`src/rtl/sid_pkg.sv`:
```
// Shared types, decode tables and helper functions of the 8086 subset instruction decoder.
`default_nettype none

package sid_pkg;

	// Depth of the queue between the decode front end and the output back end.
	localparam int unsigned QUEUE_DEPTH = 2;

	// Number of single-byte opcode patterns and two-byte opcode patterns.
	localparam int unsigned NUM_SINGLE = 28;
	localparam int unsigned NUM_DOUBLE = 4;

	// Instruction forms.
	localparam logic [2:0] FORM_IMM_REG = 3'd0;
	localparam logic [2:0] FORM_REGMEM  = 3'd1;
	localparam logic [2:0] FORM_IMM_ACC = 3'd2;
	localparam logic [2:0] FORM_JUMP    = 3'd3;
	localparam logic [2:0] FORM_IMM_RM  = 3'd4;

	// ModRM field codes that steer the displacement size.
	localparam logic [1:0] MOD_MEM_NO_DISP = 2'd0;
	localparam logic [1:0] MOD_MEM_DISP8   = 2'd1;
	localparam logic [1:0] MOD_MEM_DISP16  = 2'd2;
	localparam logic [2:0] RM_DIRECT       = 3'd6;

	// Mnemonic codes, jumps in decode table order.
	typedef enum logic [4:0] {
		OP_MOV, OP_ADD, OP_SUB, OP_CMP,
		OP_JNZ, OP_JL, OP_JLE, OP_JB, OP_JBE, OP_JP, OP_JO, OP_JS,
		OP_JNL, OP_JG, OP_JNB, OP_JA, OP_JNP, OP_JNO, OP_JNS,
		OP_LOOP, OP_LOOPZ, OP_LOOPNZ, OP_JCXZ, OP_JZ
	} op_t;

	// Decode phase of the front end.
	typedef enum logic [2:0] {
		PH_IDLE,
		PH_SECOND,
		PH_MODRM,
		PH_DISP,
		PH_IMM,
		PH_JUMP
	} phase_t;

	typedef struct packed {
		logic [7:0] mask;
		logic [7:0] value;
		op_t        op;
		logic [2:0] form;
	} single_pat_t;

	typedef struct packed {
		logic [15:0] mask;
		logic [15:0] value;
		op_t         op;
	} double_pat_t;

	typedef struct packed {
		logic       hit;
		op_t        op;
		logic [2:0] form;
	} single_match_t;

	typedef struct packed {
		logic hit;
		op_t  op;
	} double_match_t;

	// Partly decoded instruction handed from the front end to the back end.
	typedef struct packed {
		logic [4:0]  op;
		logic [2:0]  form;
		logic [7:0]  first_byte;
		logic [7:0]  modrm_byte;
		logic [15:0] disp;
		logic [15:0] imm;
		logic        err;
	} sid_raw_t;

	// Decoded instruction record on the output channel.
	typedef struct packed {
		logic [4:0]  operation;
		logic [2:0]  form;
		logic        wide;
		logic        to_register;
		logic        sign_extend;
		logic [2:0]  reg_field;
		logic [1:0]  mod_field;
		logic [2:0]  rm_field;
		logic [1:0]  disp_bytes;
		logic [15:0] displacement;
		logic [15:0] immediate;
		logic        error;
	} sid_rec_t;

	// Single-byte opcode patterns; the first match in this order wins.
	localparam single_pat_t SINGLE_PATS [NUM_SINGLE] = '{
		'{mask: 8'hF0, value: 8'hB0, op: OP_MOV,    form: FORM_IMM_REG},
		'{mask: 8'hFC, value: 8'h88, op: OP_MOV,    form: FORM_REGMEM},
		'{mask: 8'hFE, value: 8'h04, op: OP_ADD,    form: FORM_IMM_ACC},
		'{mask: 8'hFC, value: 8'h00, op: OP_ADD,    form: FORM_REGMEM},
		'{mask: 8'hFE, value: 8'h2C, op: OP_SUB,    form: FORM_IMM_ACC},
		'{mask: 8'hFC, value: 8'h28, op: OP_SUB,    form: FORM_REGMEM},
		'{mask: 8'hFE, value: 8'h3C, op: OP_CMP,    form: FORM_IMM_ACC},
		'{mask: 8'hFC, value: 8'h38, op: OP_CMP,    form: FORM_REGMEM},
		'{mask: 8'hFF, value: 8'h75, op: OP_JNZ,    form: FORM_JUMP},
		'{mask: 8'hFF, value: 8'h7C, op: OP_JL,     form: FORM_JUMP},
		'{mask: 8'hFF, value: 8'h7E, op: OP_JLE,    form: FORM_JUMP},
		'{mask: 8'hFF, value: 8'h72, op: OP_JB,     form: FORM_JUMP},
		'{mask: 8'hFF, value: 8'h76, op: OP_JBE,    form: FORM_JUMP},
		'{mask: 8'hFF, value: 8'h7A, op: OP_JP,     form: FORM_JUMP},
		'{mask: 8'hFF, value: 8'h70, op: OP_JO,     form: FORM_JUMP},
		'{mask: 8'hFF, value: 8'h78, op: OP_JS,     form: FORM_JUMP},
		'{mask: 8'hFF, value: 8'h7D, op: OP_JNL,    form: FORM_JUMP},
		'{mask: 8'hFF, value: 8'h7F, op: OP_JG,     form: FORM_JUMP},
		'{mask: 8'hFF, value: 8'h73, op: OP_JNB,    form: FORM_JUMP},
		'{mask: 8'hFF, value: 8'h77, op: OP_JA,     form: FORM_JUMP},
		'{mask: 8'hFF, value: 8'h7B, op: OP_JNP,    form: FORM_JUMP},
		'{mask: 8'hFF, value: 8'h71, op: OP_JNO,    form: FORM_JUMP},
		'{mask: 8'hFF, value: 8'h79, op: OP_JNS,    form: FORM_JUMP},
		'{mask: 8'hFF, value: 8'hE2, op: OP_LOOP,   form: FORM_JUMP},
		'{mask: 8'hFF, value: 8'hE1, op: OP_LOOPZ,  form: FORM_JUMP},
		'{mask: 8'hFF, value: 8'hE0, op: OP_LOOPNZ, form: FORM_JUMP},
		'{mask: 8'hFF, value: 8'hE3, op: OP_JCXZ,   form: FORM_JUMP},
		'{mask: 8'hFF, value: 8'h74, op: OP_JZ,     form: FORM_JUMP}
	};

	// Two-byte patterns of the immediate-to-register/memory form.
	localparam double_pat_t DOUBLE_PATS [NUM_DOUBLE] = '{
		'{mask: 16'hFE38, value: 16'hC600, op: OP_MOV},
		'{mask: 16'hFC38, value: 16'h8000, op: OP_ADD},
		'{mask: 16'hFC38, value: 16'h8028, op: OP_SUB},
		'{mask: 16'hFC38, value: 16'h8038, op: OP_CMP}
	};

	// First matching single-byte pattern, scanned from the end so the lowest entry wins.
	function automatic single_match_t match_single(input logic [7:0] b);
		single_match_t res;
		res = '{hit: 1'b0, op: OP_MOV, form: FORM_IMM_REG};
		for (int i = NUM_SINGLE - 1; i >= 0; i--) begin
			if ((b & SINGLE_PATS[i].mask) == SINGLE_PATS[i].value) begin
				res = '{hit: 1'b1, op: SINGLE_PATS[i].op, form: SINGLE_PATS[i].form};
			end
		end
		return res;
	endfunction

	// First matching two-byte pattern.
	function automatic double_match_t match_double(input logic [15:0] w);
		double_match_t res;
		res = '{hit: 1'b0, op: OP_MOV};
		for (int i = NUM_DOUBLE - 1; i >= 0; i--) begin
			if ((w & DOUBLE_PATS[i].mask) == DOUBLE_PATS[i].value) begin
				res = '{hit: 1'b1, op: DOUBLE_PATS[i].op};
			end
		end
		return res;
	endfunction

	// Displacement bytes implied by a ModRM byte, including the direct address case.
	function automatic logic [1:0] disp_count(input logic [7:0] modrm);
		logic [1:0] cnt;
		case (modrm[7:6])
			MOD_MEM_DISP8:   cnt = 2'd1;
			MOD_MEM_DISP16:  cnt = 2'd2;
			MOD_MEM_NO_DISP: cnt = (modrm[2:0] == RM_DIRECT) ? 2'd2 : 2'd0;
			default:         cnt = 2'd0;
		endcase
		return cnt;
	endfunction

	// Immediate bytes implied by the form and the first opcode byte.
	function automatic logic [1:0] imm_count(input logic [2:0] form, input logic [7:0] fb);
		logic [1:0] cnt;
		case (form)
			FORM_IMM_REG: cnt = fb[3] ? 2'd2 : 2'd1;
			FORM_IMM_ACC: cnt = fb[0] ? 2'd2 : 2'd1;
			FORM_IMM_RM:  cnt = (!fb[1] && fb[0]) ? 2'd2 : 2'd1;
			default:      cnt = 2'd0;
		endcase
		return cnt;
	endfunction

endpackage

`default_nettype wire

```
`src/rtl/sid_byte_if.sv`:
```
// Valid/ready channel that carries one code byte per request.
`default_nettype none

interface sid_byte_if;
	logic       valid;
	logic       ready;
	logic [7:0] code_byte;

	modport source (output valid, output code_byte, input ready);
	modport sink (input valid, input code_byte, output ready);
endinterface

`default_nettype wire

```
`src/rtl/sid_rec_if.sv`:
```
// Valid/ready channel that carries one decoded instruction record per request.
`default_nettype none

interface sid_rec_if;
	logic              valid;
	logic              ready;
	sid_pkg::sid_rec_t rec;

	modport source (output valid, output rec, input ready);
	modport sink (input valid, input rec, output ready);
endinterface

`default_nettype wire

```
`src/rtl/sid_front.sv`:
```
// Decode front end: steps through opcode, ModRM, displacement and immediate bytes.
`default_nettype none

module sid_front (
	input  wire logic      clk,
	input  wire logic      arst_n,
	sid_byte_if.sink       code,
	input  wire logic      full,
	output logic           push,
	output sid_pkg::sid_raw_t push_data
);
	import sid_pkg::*;

	phase_t        phase_q, phase_nxt;
	logic [7:0]    first_q, first_nxt;
	logic [7:0]    modrm_q, modrm_nxt;
	logic [15:0]   disp_q, disp_nxt;
	logic [15:0]   imm_q, imm_nxt;
	logic [1:0]    left_q, left_nxt;
	logic [4:0]    op_q, op_nxt;
	logic [2:0]    form_q, form_nxt;
	logic          done;
	logic          err;
	logic          accept;
	logic [7:0]    b;
	single_match_t sm;
	double_match_t dm;
	logic [1:0]    dcnt;
	logic          high_byte;

	// A byte may finish an instruction, so take it only while the queue has room.
	assign code.ready = !full;
	assign accept     = code.valid && code.ready;
	assign b          = code.code_byte;

	assign sm = match_single(b);
	assign dm = match_double({first_q, b});

	// Next decode state for the byte on the input.
	always_comb begin
		phase_nxt = phase_q;
		first_nxt = first_q;
		modrm_nxt = modrm_q;
		disp_nxt  = disp_q;
		imm_nxt   = imm_q;
		left_nxt  = left_q;
		op_nxt    = op_q;
		form_nxt  = form_q;
		done      = 1'b0;
		err       = 1'b0;
		dcnt      = 2'd0;
		high_byte = 1'b0;
		case (phase_q)
			PH_IDLE: begin
				first_nxt = b;
				modrm_nxt = '0;
				disp_nxt  = '0;
				imm_nxt   = '0;
				if (sm.hit) begin
					op_nxt   = sm.op;
					form_nxt = sm.form;
					if (sm.form == FORM_REGMEM) begin
						phase_nxt = PH_MODRM;
					end else if (sm.form == FORM_JUMP) begin
						phase_nxt = PH_JUMP;
					end else begin
						left_nxt  = imm_count(sm.form, b);
						phase_nxt = PH_IMM;
					end
				end else begin
					phase_nxt = PH_SECOND;
				end
			end
			PH_SECOND: begin
				if (dm.hit) begin
					op_nxt    = dm.op;
					form_nxt  = FORM_IMM_RM;
					modrm_nxt = b;
					dcnt      = disp_count(b);
					if (dcnt != 2'd0) begin
						left_nxt  = dcnt;
						phase_nxt = PH_DISP;
					end else begin
						left_nxt  = imm_count(FORM_IMM_RM, first_q);
						phase_nxt = PH_IMM;
					end
				end else begin
					done      = 1'b1;
					err       = 1'b1;
					phase_nxt = PH_IDLE;
				end
			end
			PH_MODRM: begin
				modrm_nxt = b;
				dcnt      = disp_count(b);
				if (dcnt != 2'd0) begin
					left_nxt  = dcnt;
					phase_nxt = PH_DISP;
				end else if (form_q == FORM_IMM_RM) begin
					left_nxt  = imm_count(form_q, first_q);
					phase_nxt = PH_IMM;
				end else begin
					done      = 1'b1;
					phase_nxt = PH_IDLE;
				end
			end
			PH_DISP: begin
				// The second byte of a two-byte field is the high byte.
				high_byte = (left_q == 2'd1) && (disp_count(modrm_q) == 2'd2);
				disp_nxt  = disp_q | (high_byte ? {b, 8'h00} : {8'h00, b});
				left_nxt  = left_q - 2'd1;
				if (left_q == 2'd1) begin
					if (form_q == FORM_IMM_RM) begin
						left_nxt  = imm_count(form_q, first_q);
						phase_nxt = PH_IMM;
					end else begin
						done      = 1'b1;
						phase_nxt = PH_IDLE;
					end
				end
			end
			PH_IMM: begin
				high_byte = (left_q == 2'd1) && (imm_count(form_q, first_q) == 2'd2);
				imm_nxt   = imm_q | (high_byte ? {b, 8'h00} : {8'h00, b});
				left_nxt  = left_q - 2'd1;
				if (left_q == 2'd1) begin
					done      = 1'b1;
					phase_nxt = PH_IDLE;
				end
			end
			PH_JUMP: begin
				imm_nxt   = {{8{b[7]}}, b};
				done      = 1'b1;
				phase_nxt = PH_IDLE;
			end
			default: begin
				phase_nxt = PH_IDLE;
			end
		endcase
	end

	// Hand a finished instruction to the queue.
	assign push = accept && done;
	assign push_data = '{
		op:         op_nxt,
		form:       form_nxt,
		first_byte: first_nxt,
		modrm_byte: modrm_nxt,
		disp:       disp_nxt,
		imm:        imm_nxt,
		err:        err
	};

	// Decode phase register.
	always_ff @(posedge clk or negedge arst_n) begin
		if (!arst_n) begin
			phase_q <= PH_IDLE;
		end else if (accept) begin
			phase_q <= phase_nxt;
		end
	end

	// Collected instruction bytes; each is written before it is read.
	always_ff @(posedge clk) begin
		if (accept) begin
			first_q <= first_nxt;
			modrm_q <= modrm_nxt;
			disp_q  <= disp_nxt;
			imm_q   <= imm_nxt;
			left_q  <= left_nxt;
			op_q    <= op_nxt;
			form_q  <= form_nxt;
		end
	end

endmodule

`default_nettype wire

```
`src/rtl/sid_queue.sv`:
```
// Small FIFO between the decode front end and the output back end.
`default_nettype none

module sid_queue #(
	parameter int unsigned DEPTH = sid_pkg::QUEUE_DEPTH
) (
	input  wire logic              clk,
	input  wire logic              arst_n,
	input  wire logic              push,
	input  wire sid_pkg::sid_raw_t push_data,
	output logic                   full,
	input  wire logic              pop,
	output sid_pkg::sid_raw_t      pop_data,
	output logic                   not_empty
);
	import sid_pkg::*;

	localparam int unsigned PTR_W = (DEPTH > 1) ? $clog2(DEPTH) : 1;
	localparam int unsigned CNT_W = $clog2(DEPTH + 1);

	sid_raw_t           mem_q [DEPTH];
	logic [PTR_W-1:0]   wr_ptr_q;
	logic [PTR_W-1:0]   rd_ptr_q;
	logic [CNT_W-1:0]   count_q;
	logic               do_push;
	logic               do_pop;

	assign full      = (count_q == CNT_W'(DEPTH));
	assign not_empty = (count_q != '0);
	assign do_push   = push && !full;
	assign do_pop    = pop && not_empty;
	assign pop_data  = mem_q[rd_ptr_q];

	// Pointers and fill count.
	always_ff @(posedge clk or negedge arst_n) begin
		if (!arst_n) begin
			wr_ptr_q <= '0;
			rd_ptr_q <= '0;
			count_q  <= '0;
		end else begin
			if (do_push) begin
				wr_ptr_q <= (wr_ptr_q == PTR_W'(DEPTH - 1)) ? '0 : wr_ptr_q + 1'b1;
			end
			if (do_pop) begin
				rd_ptr_q <= (rd_ptr_q == PTR_W'(DEPTH - 1)) ? '0 : rd_ptr_q + 1'b1;
			end
			if (do_push && !do_pop) begin
				count_q <= count_q + 1'b1;
			end else if (do_pop && !do_push) begin
				count_q <= count_q - 1'b1;
			end
		end
	end

	// Entry storage.
	always_ff @(posedge clk) begin
		if (do_push) begin
			mem_q[wr_ptr_q] <= push_data;
		end
	end

endmodule

`default_nettype wire

```
`src/rtl/sid_back.sv`:
```
// Output back end: expands queued instructions into records and holds the output register.
`default_nettype none

module sid_back (
	input  wire logic              clk,
	input  wire logic              arst_n,
	input  wire sid_pkg::sid_raw_t raw,
	input  wire logic              raw_valid,
	output logic                   pop,
	sid_rec_if.source              decoded
);
	import sid_pkg::*;

	sid_rec_t rec_nxt;
	sid_rec_t rec_q;
	logic     valid_q;
	logic     has_modrm;

	// Refill the output register whenever it is empty or being drained.
	assign pop = raw_valid && (!valid_q || decoded.ready);

	assign decoded.valid = valid_q;
	assign decoded.rec   = rec_q;

	// Field extraction per instruction form.
	always_comb begin
		has_modrm = (raw.form == FORM_REGMEM) || (raw.form == FORM_IMM_RM);
		rec_nxt.operation    = raw.op;
		rec_nxt.form         = raw.form;
		if (raw.form == FORM_IMM_REG) begin
			rec_nxt.wide = raw.first_byte[3];
		end else if (raw.form == FORM_JUMP) begin
			rec_nxt.wide = 1'b0;
		end else begin
			rec_nxt.wide = raw.first_byte[0];
		end
		rec_nxt.to_register  = (raw.form == FORM_REGMEM) ? raw.first_byte[1] : 1'b0;
		rec_nxt.sign_extend  = (raw.form == FORM_IMM_RM) ? raw.first_byte[1] : 1'b0;
		if (raw.form == FORM_IMM_REG) begin
			rec_nxt.reg_field = raw.first_byte[2:0];
		end else if (has_modrm) begin
			rec_nxt.reg_field = raw.modrm_byte[5:3];
		end else begin
			rec_nxt.reg_field = 3'd0;
		end
		rec_nxt.mod_field    = has_modrm ? raw.modrm_byte[7:6] : 2'd0;
		rec_nxt.rm_field     = has_modrm ? raw.modrm_byte[2:0] : 3'd0;
		rec_nxt.disp_bytes   = has_modrm ? disp_count(raw.modrm_byte) : 2'd0;
		rec_nxt.displacement = raw.disp;
		rec_nxt.immediate    = raw.imm;
		rec_nxt.error        = 1'b0;
		// An unmatched opcode pair gives a bare error record.
		if (raw.err) begin
			rec_nxt       = '0;
			rec_nxt.error = 1'b1;
		end
	end

	// Output valid flag.
	always_ff @(posedge clk or negedge arst_n) begin
		if (!arst_n) begin
			valid_q <= 1'b0;
		end else if (pop) begin
			valid_q <= 1'b1;
		end else if (decoded.ready) begin
			valid_q <= 1'b0;
		end
	end

	// Output record register.
	always_ff @(posedge clk) begin
		if (pop) begin
			rec_q <= rec_nxt;
		end
	end

endmodule

`default_nettype wire

```
`src/rtl/subset_8086_instruction_decoder_top.sv`:
```
// After its last byte is accepted, a record goes through the queue and then the output register.
// Throughput: one code byte per cycle while the queue has room, set by the front end decode step.
// A full queue stalls bytes; the back end drains one record per cycle into a free output register.
// Reset clears the decode phase, the queue pointers and the output valid flag; data registers
// are not reset.
`default_nettype none

module subset_8086_instruction_decoder_top #(
	parameter int unsigned QUEUE_DEPTH = sid_pkg::QUEUE_DEPTH
) (
	input  wire logic  clk,
	input  wire logic  arst_n,
	sid_byte_if.sink   code,
	sid_rec_if.source  decoded
);
	import sid_pkg::*;

	sid_raw_t push_data;
	sid_raw_t pop_data;
	logic     push;
	logic     full;
	logic     pop;
	logic     not_empty;

	// Byte-by-byte decode.
	sid_front u_front (
		.clk       (clk),
		.arst_n    (arst_n),
		.code      (code),
		.full      (full),
		.push      (push),
		.push_data (push_data)
	);

	// Decoupling queue.
	sid_queue #(
		.DEPTH (QUEUE_DEPTH)
	) u_queue (
		.clk       (clk),
		.arst_n    (arst_n),
		.push      (push),
		.push_data (push_data),
		.full      (full),
		.pop       (pop),
		.pop_data  (pop_data),
		.not_empty (not_empty)
	);

	// Record formatting and output register.
	sid_back u_back (
		.clk       (clk),
		.arst_n    (arst_n),
		.raw       (pop_data),
		.raw_valid (not_empty),
		.pop       (pop),
		.decoded   (decoded)
	);

endmodule

`default_nettype wire

```
`src/flat_wrapper.sv`:
```
// flat-port wrapper written by rule: the top's interface ports become plain ports
module subset_8086_instruction_decoder_top_flat import sid_pkg::*;
#(
	parameter int unsigned QUEUE_DEPTH = sid_pkg::QUEUE_DEPTH
)
  (clk, arst_n, code_valid, code_code_byte, code_ready, decoded_valid, decoded_rec, decoded_ready);
  sid_byte_if code_i ();
  sid_rec_if decoded_i ();
  input  wire logic clk;
  input  wire logic arst_n;
  input wire logic [$bits(code_i.valid)-1:0] code_valid;
  input wire logic [$bits(code_i.code_byte)-1:0] code_code_byte;
  output wire logic [$bits(code_i.ready)-1:0] code_ready;
  output wire logic [$bits(decoded_i.valid)-1:0] decoded_valid;
  output wire logic [$bits(decoded_i.rec)-1:0] decoded_rec;
  input wire logic [$bits(decoded_i.ready)-1:0] decoded_ready;
  assign code_i.valid = code_valid;
  assign code_i.code_byte = code_code_byte;
  assign code_ready = code_i.ready;
  assign decoded_valid = decoded_i.valid;
  assign decoded_rec = decoded_i.rec;
  assign decoded_i.ready = decoded_ready;
  subset_8086_instruction_decoder_top #(.QUEUE_DEPTH(QUEUE_DEPTH)) u_core (.clk(clk), .arst_n(arst_n), .code(code_i), .decoded(decoded_i));
endmodule
```
`config.mk`:
```
export PLATFORM = sky130hd
export DESIGN_NAME = subset_8086_instruction_decoder_top_flat
export DESIGN_NICKNAME = d
export VERILOG_FILES = /design/src/rtl/sid_pkg.sv /design/src/rtl/sid_byte_if.sv /design/src/rtl/sid_rec_if.sv /design/src/rtl/sid_front.sv /design/src/rtl/sid_queue.sv /design/src/rtl/sid_back.sv /design/src/rtl/subset_8086_instruction_decoder_top.sv /design/src/flat_wrapper.sv
export SDC_FILE = /design/constraint.sdc
export NUM_CORES = 1
export LEC_CHECK = 0
export BUFFER_PORTS_ARGS = -buffer_cell sky130_fd_sc_hd__buf_2
export CAP_MARGIN = 15
export CORE_UTILIZATION = 30
export DETAILED_ROUTE_END_ITERATION = 16
export MAX_ROUTING_LAYER = met4
export SETUP_SLACK_MARGIN = 0.2
export SLEW_MARGIN = 20
export SYNTH_ARGS = -nofsm -noshare
export SYNTH_HDL_FRONTEND = slang
export SYNTH_SLANG_ARGS = --single-unit
export TNS_END_PERCENT = 1
```
`constraint.sdc`:
```
create_clock -name clk -period 14.9 [get_ports clk]
set_clock_uncertainty 0.2 [all_clocks]
set_input_delay 2.98 -clock clk [delete_from_list [all_inputs] [get_ports clk]]
set_output_delay 2.98 -clock clk [all_outputs]
set_load 0.05 [all_outputs]
```
==> flow_metrics.env <==
export IMPL_core_sq_mm=0.0325
export IMPL_finalCriticalPeriod_ps=6110
export IMPL_syn_to_final_growth_pct=17.0
export IMPL_syn_area_per_cell_sq_um=13.6
export IMPL_setup_viol=0
export IMPL_worst_r2r_endpoint="u_core.u_queue.mem_q[0][41]"
export IMPL_endpoint="u_core.u_queue.mem_q[0][41]"
export IMPL_gp_congestion=0.900
export IMPL_cts_post_setup_buffers_inserted=0
export IMPL_peakVddDrop_mv=0.0748
export IMPL_async_reset_ff_share_pct=3.54
export IMPL_grt_pass1_wl_um=35000
export IMPL_root_buffer="clkbuf_16"
export IMPL_yosysUniqueCellTypes=65
export IMPL_synth_area_sq_mm=0.00989
export IMPL_grt_max_degree=56
export IMPL_setup_tns_ps=0
export IMPL_antenna_left=0
export IMPL_dieArea_sq_mm=0.0337
export IMPL_drt_iter0_drc=581
export IMPL_worstPathArrival_ps=6070
export IMPL_clock_path_buffers=3
export IMPL_synth_edf_count=218
export IMPL_power_density_mw_per_mm2=250
export IMPL_diodes=0
export IMPL_synth_main_ff_cell="edfxtp_1"
export IMPL_worstPathMaxFanout=29
export IMPL_synthCells=727
export IMPL_max_cap_violations=0
export IMPL_holdWs_ps=321
export IMPL_hold_violations=0
export IMPL_reg2regPathDepth=5
export IMPL_cts_buffers=24
export IMPL_p_leak_uw=0.00417
export IMPL_start_kind="input pin"
export IMPL_wire_per_inst_um=17.8
export IMPL_die_height_um=184
export IMPL_status="completed"
export IMPL_drc_errors=0
export IMPL_worstReg2RegStart="u_core.u_front.phase_q[0]"
export IMPL_worstSetupPathType="input pin to flop"
export IMPL_via_per_inst=5.03
export IMPL_num_rows=66
export IMPL_ioPinCount=68
export IMPL_n_fill_cell=3131
export IMPL_crit_path_start="code_code_byte[5]"
export IMPL_grt_setup_unrepaired="no"
export IMPL_grt_overflow=0
export IMPL_tritoncts="yes"
export IMPL_cts_sinks=226
export IMPL_vias=6241
export IMPL_initial_core_util_pct=30.5
export IMPL_timing_final_crit_share_pct=41.0
export IMPL_firstDrtPassIters=5
export IMPL_drive_gt1_share_pct=17.0
export IMPL_maxClockFrequency_mhz=164
export IMPL_cts_max_level=1
export IMPL_clkTransAtPathRegs_ps=60
export IMPL_slew_viol_final=0
export IMPL_dpl_hpwl_um=14400
export IMPL_worstPathRequired_ps=14850
export IMPL_ys_seq_area_share_pct=68.2
export IMPL_slew_headroom_pct=32.4
export IMPL_hold_buffers=0
export IMPL_synth_nets=744
export IMPL_track_usage_pct=13.6
export IMPL_synth_seq_cells=226
export IMPL_critPathCaptureType="flop"
export IMPL_cts_resized=0
export IMPL_hold_path_class="flop to flop"
export IMPL_port_buffers=67
export IMPL_worst_pin_slew_ps=1010
export IMPL_wl_um=22000
export IMPL_register_area_sq_mm=0.00675
export IMPL_nNetsFinal=798
export IMPL_reg2reg_slack_ps=11150
export IMPL_grt_pass1_vias=6069
export IMPL_antenna_found_initial=0
export IMPL_multi_input_area_sq_mm=0.00292
export IMPL_die_w_um=184
export IMPL_clk_latency_ps=510
export IMPL_yosys_warnings=0
-- cells in the mapped netlist, types with 4 or more instances --
cell / count / share of area [%]
o22ai_1: 4 / 0.25
o311ai_0: 4 / 0.35
nor2b_1: 6 / 0.38
nand4_1: 4 / 0.25
o211a_1: 5 / 0.51
a22oi_1: 6 / 0.46
or3_1: 7 / 0.44
o31ai_1: 4 / 0.30
nand2_1: 38 / 1.4
mux2_2: 7 / 0.80
a31oi_1: 8 / 0.51
xnor2_1: 5 / 0.44
ha_1: 5 / 0.63
a21oi_1: 37 / 1.9
nor3_1: 17 / 0.86
mux2i_1: 49 / 5.0
inv_1: 16 / 0.61
nand2b_1: 10 / 0.63
nand3_1: 15 / 0.76
o211ai_1: 6 / 0.46
nor2_1: 74 / 2.8
dfrtp_1: 8 / 2.0
clkbuf_1: 35 / 1.3
o21a_1: 9 / 0.68
o21ai_0: 21 / 1.1
o221ai_1: 6 / 0.53
buf_1: 8 / 0.30
nor4b_1: 4 / 0.35
and3_1: 6 / 0.38
a22o_1: 28 / 2.5
edfxtp_1: 218 / 66
-- sequential cells by signal, indices dropped and copies added (netlist names), 2 cells and up, named ones only --
| signal | flops |
|---|---|
| u_core.u_front.imm_q | 16 |
| u_core.u_front.op_q | 5 |
| u_core.u_front.left_q | 2 |
| u_core.u_front.disp_q | 16 |
| u_core.u_front.modrm_q | 8 |
| u_core.u_back.decoded.rec | 54 |
| u_core.u_front.form_q | 3 |
| u_core.u_front.phase_q | 3 |
| u_core.u_front.first_q | 4 |
| u_core.u_queue.mem_q | 106 |
| u_core.u_queue.count_q | 2 |
-- metrics by stage --
| step | power [uW] | utilization, % | cell area [sq um] | std cells | setup slack, ps |
|---|---|---|---|---|---|
| final | 2890 | 35.6 | 11600 | 1241 | 8790 |
| after global routing | 3040 | 35.6 | 11600 | 1241 | 8540 |
| after CTS | 2920 | 35.6 | 11600 | 1241 | 8770 |
| after detailed placement | 2250 | 32.9 | 10700 | 1197 | 8260 |
| after global placement | 2230 | 32.9 | 10700 | 1197 | 8400 |
| after floorplan | 1950 | - | 9890 | 727 | 7240 |
-- critical path, stage by stage --
cell,delay [ps]
buf_2,420
nor3_1,220
o211ai_1,490
nand3_1,400
or3_1,490
nand2_2,510
buf_4,520
-- routing by layer --
metal / up-vias / global-route usage [%] / share of wire [%]
met5: - / - / 0
met4: 0 / 4.27 / 2.4
met3: 43 / 2.00 / 5.1
met2: 206 / 21.2 / 47
met1: 3065 / 18.3 / 46
li1: 2927 / - / -
-- cells in the final DEF (no fill, tap or decap), types with 9 or more instances in the layout --
cell | synthesis | layout
buf_2 | 3 | 67
inv_1 | 16 | 14
nor3_1 | 17 | 16
a21oi_1 | 37 | 36
nand2b_1 | 10 | 10
clkbuf_16 | 0 | 25
edfxtp_1 | 218 | 218
o21a_1 | 9 | 9
nor2_1 | 74 | 74
nand2_1 | 38 | 37
o21ai_0 | 21 | 21
a22o_1 | 28 | 28
nand3_1 | 15 | 15
mux2i_1 | 49 | 49
-- worst min-delay path by stage --
stage	start	end	cells past startpoint
after global placement	u_core.u_queue.count_q[1]	u_core.u_queue.count_q[1]	1
after floorplan	u_core.u_queue.count_q[1]	u_core.u_queue.count_q[1]	1
after detailed placement	u_core.u_queue.count_q[1]	u_core.u_queue.count_q[1]	1
after CTS	u_core.u_queue.count_q[1]	u_core.u_queue.count_q[1]	1
final	u_core.u_queue.count_q[1]	u_core.u_queue.count_q[1]	1
after global routing	u_core.u_queue.count_q[1]	u_core.u_queue.count_q[1]	1
-- cells by family after synthesis --
family / count (synthesis) / share of synthesized area, %
AOI/OAI and AO/OA: 168 / 12.2
xor gates and xnor gates: 8 / 0.709
adders and majority gates: 5 / 0.633
buffers and inverters: 63 / 2.43
DFF: 226 / 68.2
muxes: 56 / 5.76
and+or+nand+nor: 201 / 10.0
-- where the power goes --
group	switching (uW)	total, uW	leakage [uW]	internal (uW)
logic	767	1060	0.00155	297
registers	106	1170	0.00219	1060
clock network	243	659	0.000434	416
total	1120	2890	0.00417	1770
-- final cells by class --
| type | instances | area share [%] |
|---|---|---|
| flip-flops and latches | 226 | 58.3 |
| clock inverters | 11 | 1.71 |
| clock buffers | 33 | 6.01 |
| multi-input cells | 438 | 25.3 |
| inverters | 17 | 0.552 |
| repair buffers | 74 | 3.35 |
| well taps | 442 | 4.78 |
Note: power is estimated with default switching activity, not from simulation.
